### src/rtl/xafu_pkg.sv
// ----------------------------------------------------------------------------
// xafu_pkg
// Types, codes and the flags-word encoder shared by the arithmetic flag unit.
// ----------------------------------------------------------------------------
package xafu_pkg;

  // Action codes carried with every item
  typedef enum logic [1:0] {
    ACT_EVAL_ALL  = 2'd0,
    ACT_EVAL_KEEP = 2'd1,
    ACT_WRITE     = 2'd2,
    ACT_NONE      = 2'd3
  } xafu_action_t;

  // Operation kinds
  typedef enum logic [3:0] {
    OP_NONE  = 4'd0,
    OP_ADD   = 4'd1,
    OP_ADC   = 4'd2,
    OP_SBB   = 4'd3,
    OP_SUB   = 4'd4,
    OP_LOGIC = 4'd5,
    OP_SHL   = 4'd6,
    OP_DSHL  = 4'd7,
    OP_SHR   = 4'd8,
    OP_DSHR  = 4'd9,
    OP_SAR   = 4'd10,
    OP_INC   = 4'd11,
    OP_DEC   = 4'd12,
    OP_NEG   = 4'd13,
    OP_VALUE = 4'd14,
    OP_MULDIV = 4'd15
  } xafu_op_t;

  // Operand size codes
  localparam logic [1:0] WC_BYTE = 2'd0;
  localparam logic [1:0] WC_WORD = 2'd1;

  // Register indexes on the configuration port
  localparam logic REG_BASE_WORD   = 1'b0;
  localparam logic REG_SYSTEM_BITS = 1'b1;

  // Flag positions in the encoded word
  localparam int unsigned POS_CF   = 0;
  localparam int unsigned POS_PF   = 2;
  localparam int unsigned POS_AF   = 4;
  localparam int unsigned POS_ZF   = 6;
  localparam int unsigned POS_SF   = 7;
  localparam int unsigned POS_TF   = 8;
  localparam int unsigned POS_IF   = 9;
  localparam int unsigned POS_DF   = 10;
  localparam int unsigned POS_OF   = 11;
  localparam int unsigned POS_IOPL = 12;
  localparam int unsigned POS_NT   = 14;
  localparam int unsigned POS_VM   = 17;
  localparam int unsigned POS_AC   = 18;
  localparam int unsigned POS_ID   = 21;

  typedef struct packed {
    logic cf;
    logic pf;
    logic af;
    logic zf;
    logic sf;
    logic of;
    logic tf;
    logic intr;
    logic df;
    logic nt;
  } xafu_flags_t;

  function automatic logic [31:0] encode_flags(input xafu_flags_t f,
                                               input logic [31:0] base,
                                               input logic [4:0]  sys);
    logic [31:0] w;
    w = base;
    w[POS_CF]          = w[POS_CF]          | f.cf;
    w[POS_PF]          = w[POS_PF]          | f.pf;
    w[POS_AF]          = w[POS_AF]          | f.af;
    w[POS_ZF]          = w[POS_ZF]          | f.zf;
    w[POS_SF]          = w[POS_SF]          | f.sf;
    w[POS_TF]          = w[POS_TF]          | f.tf;
    w[POS_IF]          = w[POS_IF]          | f.intr;
    w[POS_DF]          = w[POS_DF]          | f.df;
    w[POS_OF]          = w[POS_OF]          | f.of;
    w[POS_IOPL]        = w[POS_IOPL]        | sys[0];
    w[POS_IOPL+1]      = w[POS_IOPL+1]      | sys[1];
    w[POS_NT]          = w[POS_NT]          | f.nt;
    w[POS_VM]          = w[POS_VM]          | sys[3];
    w[POS_AC]          = w[POS_AC]          | sys[2];
    w[POS_ID]          = w[POS_ID]          | sys[4];
    return w;
  endfunction

endpackage

### src/rtl/x86_arith_flag_unit.sv
// ----------------------------------------------------------------------------
// x86_arith_flag_unit
// Eager x86 status-flag evaluation, one operation record per transaction.
// ----------------------------------------------------------------------------
// Usage:
//   Input stream (s_*): one operation record per transaction. tuser carries
//   the action and the operation kind, tdata the operand size, operands,
//   result, incoming carry and the word for a flags load.
//   Output stream (m_*): one transaction per input, the encoded 32-bit flags
//   word after that item, in input order.
//   Configuration (APB): base_word at 0x0, system_bits at 0x4; write only
//   while no item is in flight. pready is tied high, reads are zero-wait.
// Path: an accepted item goes from the input register through the flag
//   logic into the flags and output registers once the output is free,
//   and waits in the input register until then.
// Throughput: one item per cycle while m_tready stays high. The flags
//   register feeds its own next value, so each item sees the flags left
//   by the one before.
// Reset: clears the flags, both configuration registers and both valid bits.
// Stall: with m_tready low the result holds; the input register fills and
//   then s_tready drops until the output is taken.
// ----------------------------------------------------------------------------
module x86_arith_flag_unit
  import xafu_pkg::*;
(
  input  logic         clk,
  input  logic         rst,
  // input stream
  input  logic         s_tvalid,
  output logic         s_tready,
  // [1:0] width_code, [33:2] operand_a, [65:34] operand_b,
  // [97:66] result_value, [98] carry_in, [130:99] write_word, [135:131] zero
  input  logic [135:0] s_tdata,
  // [1:0] action, [5:2] op_kind
  input  logic [5:0]   s_tuser,
  // output stream
  output logic         m_tvalid,
  input  logic         m_tready,
  // [31:0] flags_word
  output logic [31:0]  m_tdata,
  // configuration port
  input  logic         psel,
  input  logic         penable,
  input  logic         pwrite,
  input  logic [2:0]   paddr,
  input  logic [31:0]  pwdata,
  output logic [31:0]  prdata,
  output logic         pready
);

  // Configuration registers
  logic [31:0] base_word;
  logic [4:0]  system_bits;

  // Input register
  logic        in_valid;
  logic [1:0]  in_action;
  logic [3:0]  in_op_kind;
  logic [1:0]  in_width_code;
  logic [31:0] in_operand_a;
  logic [31:0] in_operand_b;
  logic [31:0] in_result_value;
  logic        in_carry_in;
  logic [31:0] in_write_word;

  // Flag state
  xafu_flags_t flags;
  xafu_flags_t flags_next;

  logic        advance;
  logic        cfg_write;

  // Advance the input register whenever the output register is free or
  // being emptied this cycle
  assign advance  = in_valid && (!m_tvalid || m_tready);
  assign s_tready = !in_valid || advance;

  // ---------------------------------------------------------------- config
  assign pready    = 1'b1;
  assign cfg_write = psel && penable && pwrite && pready;

  always_ff @(posedge clk) begin
    if (rst) begin
      base_word   <= '0;
      system_bits <= '0;
    end else if (cfg_write) begin
      // Decode on the register index bit only
      unique case (paddr[2])
        REG_BASE_WORD:   base_word   <= pwdata;
        REG_SYSTEM_BITS: system_bits <= pwdata[4:0];
      endcase
    end
  end

  always_comb begin
    unique case (paddr[2])
      REG_BASE_WORD:   prdata = base_word;
      REG_SYSTEM_BITS: prdata = {27'd0, system_bits};
    endcase
  end

  // ---------------------------------------------------------- input stage
  always_ff @(posedge clk) begin
    if (rst) begin
      in_valid <= 1'b0;
    end else if (s_tvalid && s_tready) begin
      in_valid <= 1'b1;
    end else if (advance) begin
      in_valid <= 1'b0;
    end
  end

  // Payload: load on every accepted transaction
  always_ff @(posedge clk) begin
    if (s_tvalid && s_tready) begin
      in_action       <= s_tuser[1:0];
      in_op_kind      <= s_tuser[5:2];
      in_width_code   <= s_tdata[1:0];
      in_operand_a    <= s_tdata[33:2];
      in_operand_b    <= s_tdata[65:34];
      in_result_value <= s_tdata[97:66];
      in_carry_in     <= s_tdata[98];
      in_write_word   <= s_tdata[130:99];
    end
  end

  // ---------------------------------------------------------- flag logic
  xafu_eval u_eval (
    .action       (in_action),
    .op_kind      (in_op_kind),
    .width_code   (in_width_code),
    .operand_a    (in_operand_a),
    .operand_b    (in_operand_b),
    .result_value (in_result_value),
    .carry_in     (in_carry_in),
    .write_word   (in_write_word),
    .flags        (flags),
    .flags_next   (flags_next)
  );

  // ------------------------------------------------ flags and output stage
  always_ff @(posedge clk) begin
    if (rst) begin
      flags    <= '0;
      m_tvalid <= 1'b0;
    end else if (advance) begin
      flags    <= flags_next;
      m_tvalid <= 1'b1;
    end else if (m_tready) begin
      m_tvalid <= 1'b0;
    end
  end

  // Hold the result word while the receiver stalls
  always_ff @(posedge clk) begin
    if (advance) begin
      m_tdata <= encode_flags(flags_next, base_word, system_bits);
    end
  end

endmodule

### src/rtl/xafu_eval.sv
// ----------------------------------------------------------------------------
// xafu_eval
// Next-state logic for the flags: evaluates one operation record against the
// current flags and returns the flags after the item.
// ----------------------------------------------------------------------------
module xafu_eval
  import xafu_pkg::*;
(
  input  logic [1:0]  action,
  input  logic [3:0]  op_kind,
  input  logic [1:0]  width_code,
  input  logic [31:0] operand_a,
  input  logic [31:0] operand_b,
  input  logic [31:0] result_value,
  input  logic        carry_in,
  input  logic [31:0] write_word,
  input  xafu_flags_t flags,
  output xafu_flags_t flags_next
);

  logic [31:0] mask;
  logic [31:0] msb;
  logic [5:0]  wid;
  logic [31:0] a;
  logic [31:0] b;
  logic [31:0] r;
  logic [7:0]  cnt;
  logic        cnt_in_w;
  logic        cnt_in_32;
  logic [5:0]  idx_shl;
  logic [5:0]  idx_dshl;
  logic [5:0]  idx_shr;
  logic        sh_af;
  logic        add_af;
  logic        rz;
  logic        rs;
  logic        rp;
  logic        a_sign;
  logic        std_zsp;
  logic        cf;
  logic        pf;
  logic        af;
  logic        zf;
  logic        sf;
  logic        of;

  always_comb begin
    unique case (width_code)
      WC_BYTE: begin
        mask = 32'h0000_00ff;
        msb  = 32'h0000_0080;
        wid  = 6'd8;
      end
      WC_WORD: begin
        mask = 32'h0000_ffff;
        msb  = 32'h0000_8000;
        wid  = 6'd16;
      end
      default: begin
        mask = 32'hffff_ffff;
        msb  = 32'h8000_0000;
        wid  = 6'd32;
      end
    endcase
  end

  assign a      = operand_a & mask;
  assign b      = operand_b & mask;
  assign r      = result_value & mask;
  assign cnt    = operand_b[7:0];
  assign cnt_in_w  = (cnt != 8'd0) && (cnt <= {2'b00, wid});
  assign cnt_in_32 = (cnt != 8'd0) && (cnt <= 8'd32);
  assign idx_shl  = wid - cnt[5:0];
  assign idx_dshl = 6'd32 - cnt[5:0];
  assign idx_shr  = cnt[5:0] - 6'd1;
  assign sh_af  = (operand_b[4:0] != 5'd0);
  assign add_af = a[4] ^ b[4] ^ r[4];
  assign rz     = (r == 32'd0);
  assign rs     = ((r & msb) != 32'd0);
  assign rp     = ~^r[7:0];
  assign a_sign = ((a & msb) != 32'd0);

  always_comb begin
    cf      = flags.cf;
    pf      = flags.pf;
    af      = flags.af;
    zf      = flags.zf;
    sf      = flags.sf;
    of      = flags.of;
    std_zsp = 1'b1;
    unique case (xafu_op_t'(op_kind))
      OP_ADD: begin
        cf = (r < a);
        af = add_af;
        of = (((a ^ b ^ msb) & (r ^ a) & msb) != 32'd0);
      end
      OP_ADC: begin
        // Compare at full operand width, carry-in widens to or-equal
        cf = (r < a) || (r < b) || (carry_in && ((r <= a) || (r <= b)));
        af = add_af;
        of = (((a ^ b ^ msb) & (r ^ a) & msb) != 32'd0);
      end
      OP_SBB: begin
        cf = (a < r) || (carry_in && (b == mask));
        af = add_af;
        of = (((a ^ b) & (a ^ r) & msb) != 32'd0);
      end
      OP_SUB: begin
        cf = (a < b);
        af = add_af;
        of = (((a ^ b) & (a ^ r) & msb) != 32'd0);
      end
      OP_LOGIC: begin
        cf = 1'b0;
        af = 1'b0;
        of = 1'b0;
      end
      OP_SHL: begin
        cf = cnt_in_w ? a[idx_shl[4:0]] : 1'b0;
        of = rs ^ cf;
        af = sh_af;
      end
      OP_DSHL: begin
        cf = cnt_in_32 ? operand_a[idx_dshl[4:0]] : 1'b0;
        of = (((r ^ a) & msb) != 32'd0);
      end
      OP_SHR: begin
        cf = cnt_in_w ? a[idx_shr[4:0]] : 1'b0;
        of = (operand_b[4:0] == 5'd1) ? a_sign : 1'b0;
        af = sh_af;
      end
      OP_DSHR: begin
        cf = cnt_in_32 ? operand_a[idx_shr[4:0]] : 1'b0;
        of = (((r ^ a) & msb) != 32'd0);
      end
      OP_SAR: begin
        // Count beyond the width shifts out copies of the sign
        if (cnt == 8'd0) begin
          cf = 1'b0;
        end else if (cnt > {2'b00, wid}) begin
          cf = a_sign;
        end else begin
          cf = a[idx_shr[4:0]];
        end
        of = 1'b0;
        af = sh_af;
      end
      OP_INC: begin
        af = (r[3:0] == 4'h0);
        of = (r == msb);
      end
      OP_DEC: begin
        af = (r[3:0] == 4'hf);
        of = (r == (msb - 32'd1));
      end
      OP_NEG: begin
        cf = (a != 32'd0);
        af = (r[3:0] != 4'h0);
        of = (a == msb);
      end
      OP_VALUE: begin
        zf      = rz;
        sf      = rs;
        std_zsp = 1'b0;
      end
      OP_NONE, OP_MULDIV: begin
        std_zsp = 1'b0;
      end
    endcase
    if (std_zsp) begin
      zf = rz;
      sf = rs;
      pf = rp;
    end
  end

  always_comb begin
    flags_next = flags;
    unique case (xafu_action_t'(action))
      ACT_EVAL_ALL: begin
        flags_next.cf = cf;
        flags_next.of = of;
        flags_next.pf = pf;
        flags_next.af = af;
        flags_next.zf = zf;
        flags_next.sf = sf;
      end
      ACT_EVAL_KEEP: begin
        flags_next.pf = pf;
        flags_next.af = af;
        flags_next.zf = zf;
        flags_next.sf = sf;
      end
      ACT_WRITE: begin
        flags_next.cf   = write_word[POS_CF];
        flags_next.pf   = write_word[POS_PF];
        flags_next.af   = write_word[POS_AF];
        flags_next.zf   = write_word[POS_ZF];
        flags_next.sf   = write_word[POS_SF];
        flags_next.tf   = write_word[POS_TF];
        flags_next.intr = write_word[POS_IF];
        flags_next.df   = write_word[POS_DF];
        flags_next.of   = write_word[POS_OF];
        flags_next.nt   = write_word[POS_NT];
      end
      ACT_NONE: begin
        flags_next = flags;
      end
    endcase
  end

endmodule

### config.mk
export PLATFORM = sky130hd
export DESIGN_NAME = x86_arith_flag_unit
export DESIGN_NICKNAME = d
export VERILOG_FILES = /design/src/rtl/xafu_pkg.sv /design/src/rtl/x86_arith_flag_unit.sv /design/src/rtl/xafu_eval.sv
export SDC_FILE = /design/constraint.sdc
export NUM_CORES = 1
export LEC_CHECK = 0
export ABC_AREA = 1
export BUFFER_PORTS_ARGS = -buffer_cell sky130_fd_sc_hd__clkbuf_2
export CAP_MARGIN = 20
export CORE_UTILIZATION = 47
export DETAILED_ROUTE_END_ITERATION = 12
export PLACE_DENSITY = 0.7
export SLEW_MARGIN = 20
export SYNTH_ARGS = -nofsm -noshare
export SYNTH_HDL_FRONTEND = slang
export SYNTH_SLANG_ARGS = --single-unit
### constraint.sdc
create_clock -name clk -period 4.1 [get_ports clk]
set_input_delay 0.82 -clock clk [delete_from_list [all_inputs] [get_ports clk]]
set_output_delay 0.82 -clock clk [all_outputs]
set_load 0.01 [all_outputs]
Word-level counts from Yosys, hierarchy flattened --
Index checks and enable logic that the tools add are counted.
Word-level totals: output and inout bits 67, bits of input ports 184, register bits after elaboration 201
Cells by class: reduce and logical (&&, ||, !) cells 44, muxes and demuxes 35, order comparisons 12, add/subtract/negate cells 4, bitwise gates (word level) 32, equal/unequal tests 25
Operators with widths (count):
- $and A32 B32 Y32 | 10
- $pmux W32 S2 | 3
- $reduce_bool A32 Y1 | 6
- $eq A32 B32 Y1 | 4
- $lt A32 B32 Y1 | 4
- $xor A32 B32 Y32 | 3
- $le A32 B32 Y1 | 2
- $eq A4 B4 Y1 const B | 9
- $logic_not A32 Y1 | 1
- $sub A32 B1 Y32 const B | 1
- $bmux W1 S5 | 4
- $mux W1 | 20
- $lt A5 B6 Y1 const B | 3
- $eq A4 B3 Y1 const B | 4
- $or A1 B1 Y1 | 15
- $pmux W4 S3 | 1
- $pmux W6 S2 | 1
- $pmux W1 S11 | 1
- $reduce_or A2 Y1 | 5
- $pmux W1 S9 | 1
- $eq A4 B2 Y1 const B | 2
- $gt A8 B6 Y1 | 1
- $le A8 B6 Y1 | 1
- $le A8 B6 Y1 const B | 1
- other kinds (26) | 49

Longest topological paths before layout --
Gate-level depths: netlist of run 1.
word-level depth 11, mapped depth 24, depth with buffers taken out 23

Cells and area by module --
From an unflattened synthesis of run 1, not the netlist that was laid out.
Unflattened totals: cell total of the unflattened synthesis 1497, area, all modules 12670.9 sq um
By module, submodules not included:
- x86_arith_flag_unit | instances 1, cells each 552, area each 7507.2 sq um, seq. area each 6055.8 sq um
- xafu_eval | instances 1, cells each 945, area each 5163.7 sq um, seq. area each 0.0 sq um

Worst setup path before layout of run 1 --
OpenSTA, ideal clock, no wires.
path kind input-to-reg, start input m_tready, end register in_action[0], enable pin, stages on the path 4, library setup time 468 ps, path buffers 0, data required time 3632 ps, data arrival time 3322 ps, slack 309 ps, cell sequence inv_1 nand3_1 nand2_1 inv_1
Between the ends: longest elaborated chain between the ends 4
RTL lines:
- start: declaration | line x86_arith_flag_unit.sv:38 | input logic m_tready,
- $logic_or A1 B1 Y1 | line x86_arith_flag_unit.sv:75 | assign advance = in_valid && (!m_tvalid || m_tready);
- $logic_and A1 B1 Y1 | line x86_arith_flag_unit.sv:75
- $logic_or A1 B1 Y1 | line x86_arith_flag_unit.sv:76 | assign s_tready = !in_valid || advance;
- named net s_tready | line x86_arith_flag_unit.sv:30 | output logic s_tready,
- $logic_and A1 B1 Y1 | line x86_arith_flag_unit.sv:115 | if (s_tvalid && s_tready) begin
- end signal: assignment | line x86_arith_flag_unit.sv:116 | in_action <= s_tuser[1:0];
- end: declaration | line x86_arith_flag_unit.sv:57 | logic [1:0] in_action;
The timed path passes the listed nets, and every way through them passes these cells. A chain may end at the register's enable or synchronous reset.

Worst setup path after layout of run 1 --
start register in_operand_b[0], end register m_tdata[11], data pin
Between the ends: longest elaborated chain between the ends 9, elaborated cells on any way between the ends 22, those cells by class add/sub: 1; order compare: 1; eq/ne: 1; mux: 6; bitwise: 9; reduce/logical: 4
RTL lines:
- start: declaration | line x86_arith_flag_unit.sv:61 | logic [31:0] in_operand_b;
- start signal: assignment | line x86_arith_flag_unit.sv:120 | in_operand_b <= s_tdata[65:34];
- parallel branches: the longest is 6 deep, another holds $sub A5 B5 Y5
- $pmux W1 S9 * | line xafu_eval.sv:91 | unique case (xafu_op_t'(op_kind))
- $pmux W1 S2 * | line xafu_eval.sv:179 | unique case (xafu_action_t'(action))
- $or A1 B1 Y1 * | line xafu_pkg.sv:85 | w[POS_OF] = w[POS_OF] | f.of;
- end signal: assignment | line x86_arith_flag_unit.sv:157 | m_tdata <= encode_flags(flags_next, base_word, system_bits);
- end: declaration | line x86_arith_flag_unit.sv:40 | output logic [31:0] m_tdata,
Mark *: on every way between the ends. The select of a mux whose other input is x is not followed.

==> reports/qor.txt, run 1 <==
Post-Syn Nets -> 1,659
HPWL after DPL -> 24,400 microns
Placed cell area -> 12,900 sq um
Final setup viols -> 0
Final core occ -> 56.9%
Largest net degree at the start of global routing -> 62
Depth of the worst hold-timing path -> 0
Resized cells post-CTS -> 0
Sw Pwr -> 1.42 mW
Setup tns final -> 0 ps
Clk_skew -> 11.0 ps
Synth area leaders -> edfxtp_1 38%, ha_1 12%, nand2_1 11%
Commonest non-fill, non-tap cells in the layout -> 324 x nand2_1, 220 x clkbuf_2, 171 x inv_1
Via count -> 10,114
Final #Nets -> 1,872
Final cell count without fillers -> 1,914
Post-DR vias/cell -> 5.28
Postcts setup bufs -> 0
DRC viols -> 0
CP Launch Type -> register
Total gr overflow -> 0
Critical path arrival -> 3590 ps
Lkg Pwr -> 6.49 nW
Internal -> 3.43 mW
CTS Sinks -> 196
Vias in the first global route -> 9,566
Fmax -> 294 MHz
Synth Register Bits -> 196
Port buffer count -> 220
H-tree levels -> 4
Register share of total power -> 48.1%
RSZ-0062 raised after global routing -> false
Max Cap Viol -> 0
Die height -> 159 microns
CP Class -> reg2reg
GP Congestion -> 0.994
Worst hold margin -> 433 ps
Worst EP required -> 4290 ps
Remaining antenna violation count after routing -> 0
Dominant cell type by area after synthesis -> edfxtp_1
Total track usage -> 25.3%
Most frequent cell on the critical path -> nand3_1
Bufs on Longest Clock Path -> 2
Minimum clock period -> 3400 ps
Final Hold Vio Count -> 0
Placed insts -> 1,882
CP peak stage delay -> 600 ps
Drt first pass iters -> 5
Ordered cell list for the critical path -> inv_2, ha_1, inv_1, nand3_1, nand3_1, nand3_1, nand3_1, nand2_1, nand3_1, or2_0, nand3_1, nand2_1, nand2_1, nand3_1
Setup crit end kind -> register
Final Max Slew Viols -> 0
Most common cell after layout, fill and taps aside -> nand2_1
Combinational share of power -> 16.4%
Antenna violations before repair -> 0
# fillers -> 2,165
Fraction of final layout cells sized beyond drive strength 1 -> 18.2%
Cell variety after synth -> 43
Initial Util -> 48.5%
DR WL/cell -> 16.4 microns
Total CTS buffers -> 17
Yosys warns -> 0
Tightest Pin Transition -> 970 ps
Reg2Reg Depth -> 14
Hold Path Class -> reg2reg
Layout area overhead -> 17.3%
Row cnt -> 56
Clock Tree Root -> clkbuf_16
Die footprint -> 25,200 sq um
Clock Power Share -> 35.5%
Max_slew headroom -> 34.9%
Crit share post-route -> 83.0%
Synth Instances -> 1,369
Sequential cell area -> 5400 sq um
Routed wire length -> 31,300 microns
First-pass GRT wire length -> 48,300 microns
N_diodes -> 0
CP max-delay cell -> ha_1
# IOs -> 251
Crit Path Max Fanout -> 34
1st-iter DRT viols -> 695
Status -> finished, final reports clean
IR drop worst, VDD -> 0.000230 V
CTS tree -> built
Core Box Area -> 23,800 sq um
Mean post-synth cell area -> 8.42 sq um
Multi-input logic area -> 5240 sq um
Power density over the cells -> 359 nW/um^2
Worst skew pair latency -> 440 ps
Post-synthesis sequential area ratio -> 46.8%
Top-area cell type share of the netlist area -> 38.3%
Final Instance Area -> 13,500 sq um
Die width -> 159 microns
Post-synthesis cell area -> 11,500 sq um
Worst-path clk slew -> 80 ps
# hold bufs at CTS -> 0
Sw frac -> 29.3%
-- routing by layer --
metal	track usage (%)	routed length (microns)	up-vias
met5	0	0	-
met3	3.78	1770	80
li1	-	-	5046
met4	13.1	1260	0
met2	39.5	14200	353
met1	34.1	14100	4635
-- metrics by stage --
step | total power [mW] | worst slack [ps]
CTS | 4.88 | 755
finish | 4.85 | 695
global route | 5.06 | 395
floorplan | 2.89 | 309
global placement | 3.15 | 823
detailed placement | 3.16 | 783
-- state kept, by name, indices dropped and copies added, names as in the netlist --
name             flops
in_op_kind           4
in_result_value     32
in_width_code        2
in_operand_b        32
in_carry_in          1
m_tvalid             1
system_bits          5
m_tdata             32
in_operand_a        32
flags               10
in_valid             1
base_word           32
in_write_word       10
in_action            2
-- power by group through the flow --
stage	sequential [mW]	clock (mW)	combinational (mW)
final	2.33	1.72	0.796
after global routing	2.34	1.81	0.908
after CTS	2.33	1.75	0.795
after detailed placement	2.37	0	0.790
after global placement	2.37	0	0.773
after floorplan	2.36	0	0.529
-- cells in the mapped netlist (all sizes together) --
master and count:
dfxtp 49, nor3b 1, o2111ai 1, a21o 5, o21ai 78, inv 180
clkinv 2, a21oi 94, mux2i 4, buf 21, nor2 123, nand2 331
a41oi 1, and3 2, o21bai 2, nor3 18, a211oi 2, clkbuf 16
xnor2 4, edfxtp 147, o221a 1, nand3b 3, o21a 3, nand3 110
nand4 38, o211ai 6, or2 7, conb 1, o31ai 2, ha 106
nor4 9, o41ai 2
-- cell type report --
type,count,area share [%]
clock buffers,17,3.15
clock inverters,15,1.34
inverters,182,5.07
multi-input cells,954,38.7
flip-flops and latches,196,39.9
well taps,319,2.95
repair buffers,231,8.85
-- path summary, 6_finish.rpt --
path                   startpoint     endpoint  slack [ps]
setup / recovery  in_operand_b[0]  m_tdata[11]         700
hold reg to reg     base_word[16]  m_tdata[16]         430
setup reg to reg  in_operand_b[0]  m_tdata[11]         700
hold / removal      base_word[16]  m_tdata[16]         430
-- critical path: cells and delay by family, from the launching register on --
kind | cells | cell delay, ps
AND/OR/NAND/NOR | 11 | 1240
adder cells (fa/ha/maj) | 1 | 600
flip-flops | 1 | 420
buffers and inverters | 2 | 870
-- cell families (layout without fill, tap and decap cells) --
group / Yosys count / after routing / share of synthesized area, %
AOI/OAI and AO/OA: 197 / 197 / 9.17
xor gates and xnor gates: 4 / 4 / 0.304
adders and majority gates: 106 / 106 / 11.5
buffers and inverters: 219 / 445 / 7.78
DFF: 196 / 196 / 46.8
muxes: 4 / 4 / 0.347
other: 1 / 1 / 0.0325
and+or+nand+nor: 642 / 642 / 24.1
Power figures use the tool's default switching activity.
==> run 2, diff against run 1 <==
Clock period 4.1 ns to 3.4 ns, I/O delays scaled along.
==> reports/qor.txt, run 2 (synthesis gave the netlist of run 1 again) <==
CTS tree -> built
DRC viols -> 0 (unchanged)
Initial Util -> 48.5% (unchanged)
IR drop worst, VDD -> 0.000273 V (+19%)
Final #Nets -> 1,877 (+0.27%)
Bufs on Longest Clock Path -> 2 (unchanged)
Critical path arrival -> 3380 ps (-210 ps)
Minimum clock period -> 3190 ps (-216 ps)
Sw frac -> 28.6% (-0.68 points)
Crit Path Max Fanout -> 11 (-68%)
# IOs -> 251 (unchanged)
RSZ-0062 raised after global routing -> false
Clock Power Share -> 36.4% (+0.9 points)
Register share of total power -> 47.2% (-0.9 points)
CP max-delay cell -> edfxtp_1
Top layer in use -> met4
Setup crit end kind -> register
Ordered cell list for the critical path -> nor2_4, buf_4, nor2_1, ha_1, nand2_1, nor3_1, nand2_1, nand2_1, nand2_1, nand4_1, nand4_1, nor2_1, nand3_1, nand2_1, nand3_1
CP peak stage delay -> 590 ps (about the same)
Final core occ -> 57.4% (+0.45 points)
Final setup viols -> 0 (unchanged)
Via count -> 10,155 (+0.41%)
Routed wire length -> 31,200 microns (-0.35%)
Worst-path clk slew -> 80 ps (about the same)
Lkg Pwr -> 6.54 nW (+0.77%)
Multi-input logic area -> 5240 sq um (about the same)
Worst EP required -> 3590 ps (-700 ps)
Drt first pass iters -> 5 (unchanged)
Total track usage -> 25.1% (-0.20 points)
Fraction of final layout cells sized beyond drive strength 1 -> 18.4% (+0.19 points)
Core Box Area -> 23,800 sq um (unchanged)
Power density over the cells -> 437 nW/um^2 (+22%)
Post-DR vias/cell -> 5.29 (+0.14%)
CTS Sinks -> 196 (unchanged)
N_diodes -> 0 (unchanged)
Total CTS buffers -> 17 (unchanged)
Setup tns final -> 0 ps (unchanged)
Sw Pwr -> 1.70 mW (+20%)
Port buffer count -> 220 (unchanged)
First-pass GRT wire length -> 48,000 microns (-0.61%)
Hold Path Class -> in2reg
WL met1 -> 14,200 microns (+0.72%)
CP Launch Type -> register
H-tree levels -> 4 (unchanged)
Final Hold Vio Count -> 0 (unchanged)
Layout area overhead -> 18.2%
HPWL after DPL -> 24,100 microns (-1.1%)
R2r setup slk -> 210 ps (-480 ps)
Max Cap Viol -> 0 (unchanged)
# hold bufs at CTS -> 0 (unchanged)
Die footprint -> 25,200 sq um (unchanged)
Commonest non-fill, non-tap cells in the layout -> 323 x nand2_1, 220 x clkbuf_2, 171 x inv_1
CP Class -> reg2reg
WL met3 -> 1980 microns (+12%)
Remaining antenna violation count after routing -> 0 (unchanged)
Antenna violations before repair -> 0 (unchanged)
Internal -> 4.25 mW (+24%)
Most frequent cell on the critical path -> nand2_1
Tightest Pin Transition -> 1090 ps (+121 ps)
# fillers -> 2,143 (-1.0%)
Clock Tree Root -> clkbuf_16
Clk_skew -> 12.0 ps (+1.03 ps)
DR WL/cell -> 16.3 microns (-0.61%)
Status -> finished, final reports clean
Largest net degree at the start of global routing -> 57 (-8.1%)
Total gr overflow -> 0 (unchanged)
GP Congestion -> 0.942 (-5.2%)
Worst skew pair latency -> 440 ps (about the same)
Most common cell after layout, fill and taps aside -> nand2_1
Combinational share of power -> 16.4% (about the same)
Final Max Slew Viols -> 0 (unchanged)
Crit share post-route -> 93.8% (+11 points)
Die width -> 159 microns (unchanged)
Sequential cell area -> 5400 sq um (unchanged)
Die height -> 159 microns (unchanged)
WL met2 -> 14,200 microns (+0.16%)
Max_slew headroom -> 26.8% (-8.1 points)
Row cnt -> 56 (unchanged)
Vias in the first global route -> 9,462 (-1.1%)
1st-iter DRT viols -> 964 (+39%)
Fmax -> 314 MHz (+6.8%)
[run 2: worst paths after layout]
path	start	end	depth (start not counted)
max	in_width_code[1]	m_tdata[0]	15
min	s_tdata[108]	in_write_word[9]	1
max reg2reg	in_width_code[1]	m_tdata[0]	15
min reg2reg	base_word[25]	m_tdata[25]	0
[run 2: worst max-delay path: cells and delay by family (launching register included)]
kind,cells,cell delay [ps]
fa+ha+maj,1,330
simple gates,13,1770
flops,1,590
buf+inv,1,250
[run 2: cell type report]
class                           count  share of cell area [%]
Timing Repair Buffer              236                    9.33
Tap cell                          319                    2.93
Clock buffer                       18                    3.31
Clock inverter                     14                    1.36
Inverter                          182                    5.04
Sequential cell                   196                    39.6
Multi-Input combinational cell    954                    38.4
[run 2: repair_timing]
action                                  CTS  global route
endpoints found under the setup margin    0             2
resized for setup                         0             1
setup buffers                             0             0
[run 2: through the flow]
stage	instance area (sq um)	setup slack [ps]	hold slack, ps	instances	total power [mW]
floorplan	11500	279	408	1369	3.48
global placement	13000	201	412	1887	3.80
detailed placement	13000	126	417	1887	3.82
CTS	13600	116	395	1919	5.98
global route	13600	50.4	392	1919	6.21
finish	13600	211	405	1919	5.96
[run 2: metal layers]
layer	GRT usage, %	up-vias
met3	4.68	57
met5	0	-
met4	8.93	0
met1	34.1	4627
li1	-	5069
met2	40.1	402
[run 2: power by group through the flow]
stage	sequential [mW]	clock (mW)	combinational (mW)
global route	2.83	2.28	1.11
CTS	2.81	2.20	0.970
detailed placement	2.86	0	0.962
floorplan	2.84	0	0.638
finish	2.81	2.17	0.977
global placement	2.86	0	0.940
==> run 3, diff against run 2 <==
Settings changed: PLACE_DENSITY 0.7 to 0.72.
Clock period 3.4 ns to 2.8 ns, I/O delays scaled along.
==> reports/qor.txt, run 3 (synthesis gave the netlist of run 1 again) <==
Drt first pass iters -> 7 (+2)
Initial Util -> 48.5% (unchanged)
Placed insts -> 1,935 (+2.5%)
Status -> finished, final reports clean
Die footprint -> 25,200 sq um (unchanged)
Die width -> 159 microns (unchanged)
Multi-input logic area -> 5740 sq um (+9.6%)
R2r setup slk -> 40 ps (-170 ps)
Layout area overhead -> 26.8%
Row cnt -> 56 (unchanged)
Vias in the first global route -> 10,057 (+6.3%)
Bufs on Longest Clock Path -> 2 (unchanged)
Die height -> 159 microns (unchanged)
Post-DR vias/cell -> 5.39 (+1.9%)
Max_slew headroom -> 59.6% (+33 points)
Final cell count without fillers -> 1,975 (+2.9%)
Remaining antenna violation count after routing -> 0 (unchanged)
# IOs -> 251 (unchanged)
Fmax -> 363 MHz (+16%)
Worst-path clk slew -> 90 ps (about the same)
Setup crit start -> in_width_code[0]
Setup crit end kind -> register
Final Max Slew Viols -> 0 (unchanged)
RSZ-0062 raised after global routing -> true
Worst skew pair latency -> 460 ps (+20 ps)
1st-iter DRT viols -> 1,048 (+8.7%)
Total track usage -> 26.5% (+1.4 points)
CP Class -> reg2reg
Commonest non-fill, non-tap cells in the layout -> 305 x nand2_1, 220 x clkbuf_2, 163 x inv_1
Crit Path Max Fanout -> 5 (-6)
GP Congestion -> 0.958 (+1.7%)
Total gr overflow -> 0 (unchanged)
Tot Pwr -> 7.38 mW (+24%)
Core Box Area -> 23,800 sq um (unchanged)
Minimum clock period -> 2760 ps (-433 ps)
Via count -> 10,654 (+4.9%)
Tightest Pin Transition -> 606 ps (-486 ps)
Hold Path Class -> in2reg
Largest net degree at the start of global routing -> 116 (+100%)
# hold bufs at CTS -> 0 (unchanged)
Final Instance Area -> 14,600 sq um (+7.3%)
HPWL after DPL -> 25,300 microns (+4.7%)
RR Startpoint -> in_width_code[0]
Port buffer count -> 220 (unchanged)
Sequential cell area -> 5400 sq um (unchanged)
CP Launch Type -> register
CTS Sinks -> 196 (unchanged)
Lkg Pwr -> 6.89 nW (+5.3%)
Hold path start -> s_tdata[108]
# fillers -> 2,011 (-6.2%)
DRC viols -> 0 (unchanged)
Fraction of final layout cells sized beyond drive strength 1 -> 26.1% (+7.6 points)
Final core occ -> 61.5% (+4.2 points)
Total CTS buffers -> 17 (unchanged)
Clk_skew -> 15.1 ps (+3.06 ps)
Setup tns final -> 0 ps (unchanged)
Max Cap Viol -> 0 (unchanged)
First-pass GRT wire length -> 50,900 microns (+6.1%)
IR drop worst, VDD -> 0.000347 V (+27%)
Final setup viols -> 0 (unchanged)
Placed cell area -> 13,300 sq um (+2.7%)
Most common cell after layout, fill and taps aside -> nand2_1
Critical path arrival -> 2960 ps (-420 ps)
Final Hold Vio Count -> 0 (unchanged)
Crit share post-route -> 98.4% (+4.6 points)
Routed wire length -> 34,100 microns (+9.3%)
Final #Nets -> 1,933 (+3.0%)
DR WL/cell -> 17.3 microns (+6.2%)
Worst EP required -> 3010 ps (-580 ps)
Clock Tree Root -> clkbuf_16
N_diodes -> 0 (unchanged)
CTS tree -> built
Antenna violations before repair -> 0 (unchanged)
Power density over the cells -> 505 nW/um^2 (+15%)
H-tree levels -> 4 (unchanged)
[run 3: changes by cell type in the layout (fill, tap and decap cells not counted), sizes merged]
cell    before  now
bufinv       2    0
inv        186  187
clkbuf     238  239
buf         16   69
nand2      331  332
clkinv       7    9
[run 3: critical path, stage by stage, from the launching register on]
cell      delay, ps
edfxtp_1        450
inv_1           200
nand2_4         110
buf_4           160
nand2_2         100
buf_4           120
inv_1            30
ha_1            280
nand2_1          90
o21a_1          200
o221a_2         250
nand2_1         110
nand2_1          70
nand2_1          90
nand3_2          90
nand2_2         100
nand3_2          50
[run 3: area by class of cell]
class                   count  area share, %
clock buffers              17           2.91
well taps                 319           2.73
inverters                 182           4.84
multi-input cells         955           39.3
clock inverters            15           1.31
repair buffers            291           12.0
flip-flops and latches    196           36.9
[run 3: final timing paths]
| kind | to | depth (start not counted) |
|---|---|---|
| worst max-delay path | m_tdata[0] | 16 |
| worst min-delay path | in_write_word[9] | 1 |
| worst max register to register | m_tdata[0] | 16 |
| worst min register to register | m_tdata[20] | 0 |
[run 3: metal layers]
metal  global-route usage, %  part of all wire [%]
met1                    36.2                    43
met2                    43.0                    47
met3                    3.35                   6.5
met4                    9.75                   3.4
met5                       0                     0
[run 3: through the flow]
step / hold slack [ps] / worst slack (ps)
6_report: 271 / 43.9
5_1_grt: 257 / -67.2
4_1_cts: 256 / 1.56
3_5_place_dp: 413 / -117
3_3_place_gp: 411 / -124
2_1_floorplan: 408 / -47.3
[run 3: report_power, final]
part | internal [mW] | switching [mW] | leakage, nW | total (mW)
Combinational | 0.573 | 0.848 | 4.76 | 1.42
Sequential | 3.30 | 0.114 | 1.83 | 3.41
Clock | 1.23 | 1.31 | 0.299 | 2.54
[run 3: timing repair]
action                     in CTS  in global routing
pin swaps                       0                 39
setup buffers                   0                  6
setup endpoints to repair       2                  4
resized for setup               3                116
cloned                          0                  3
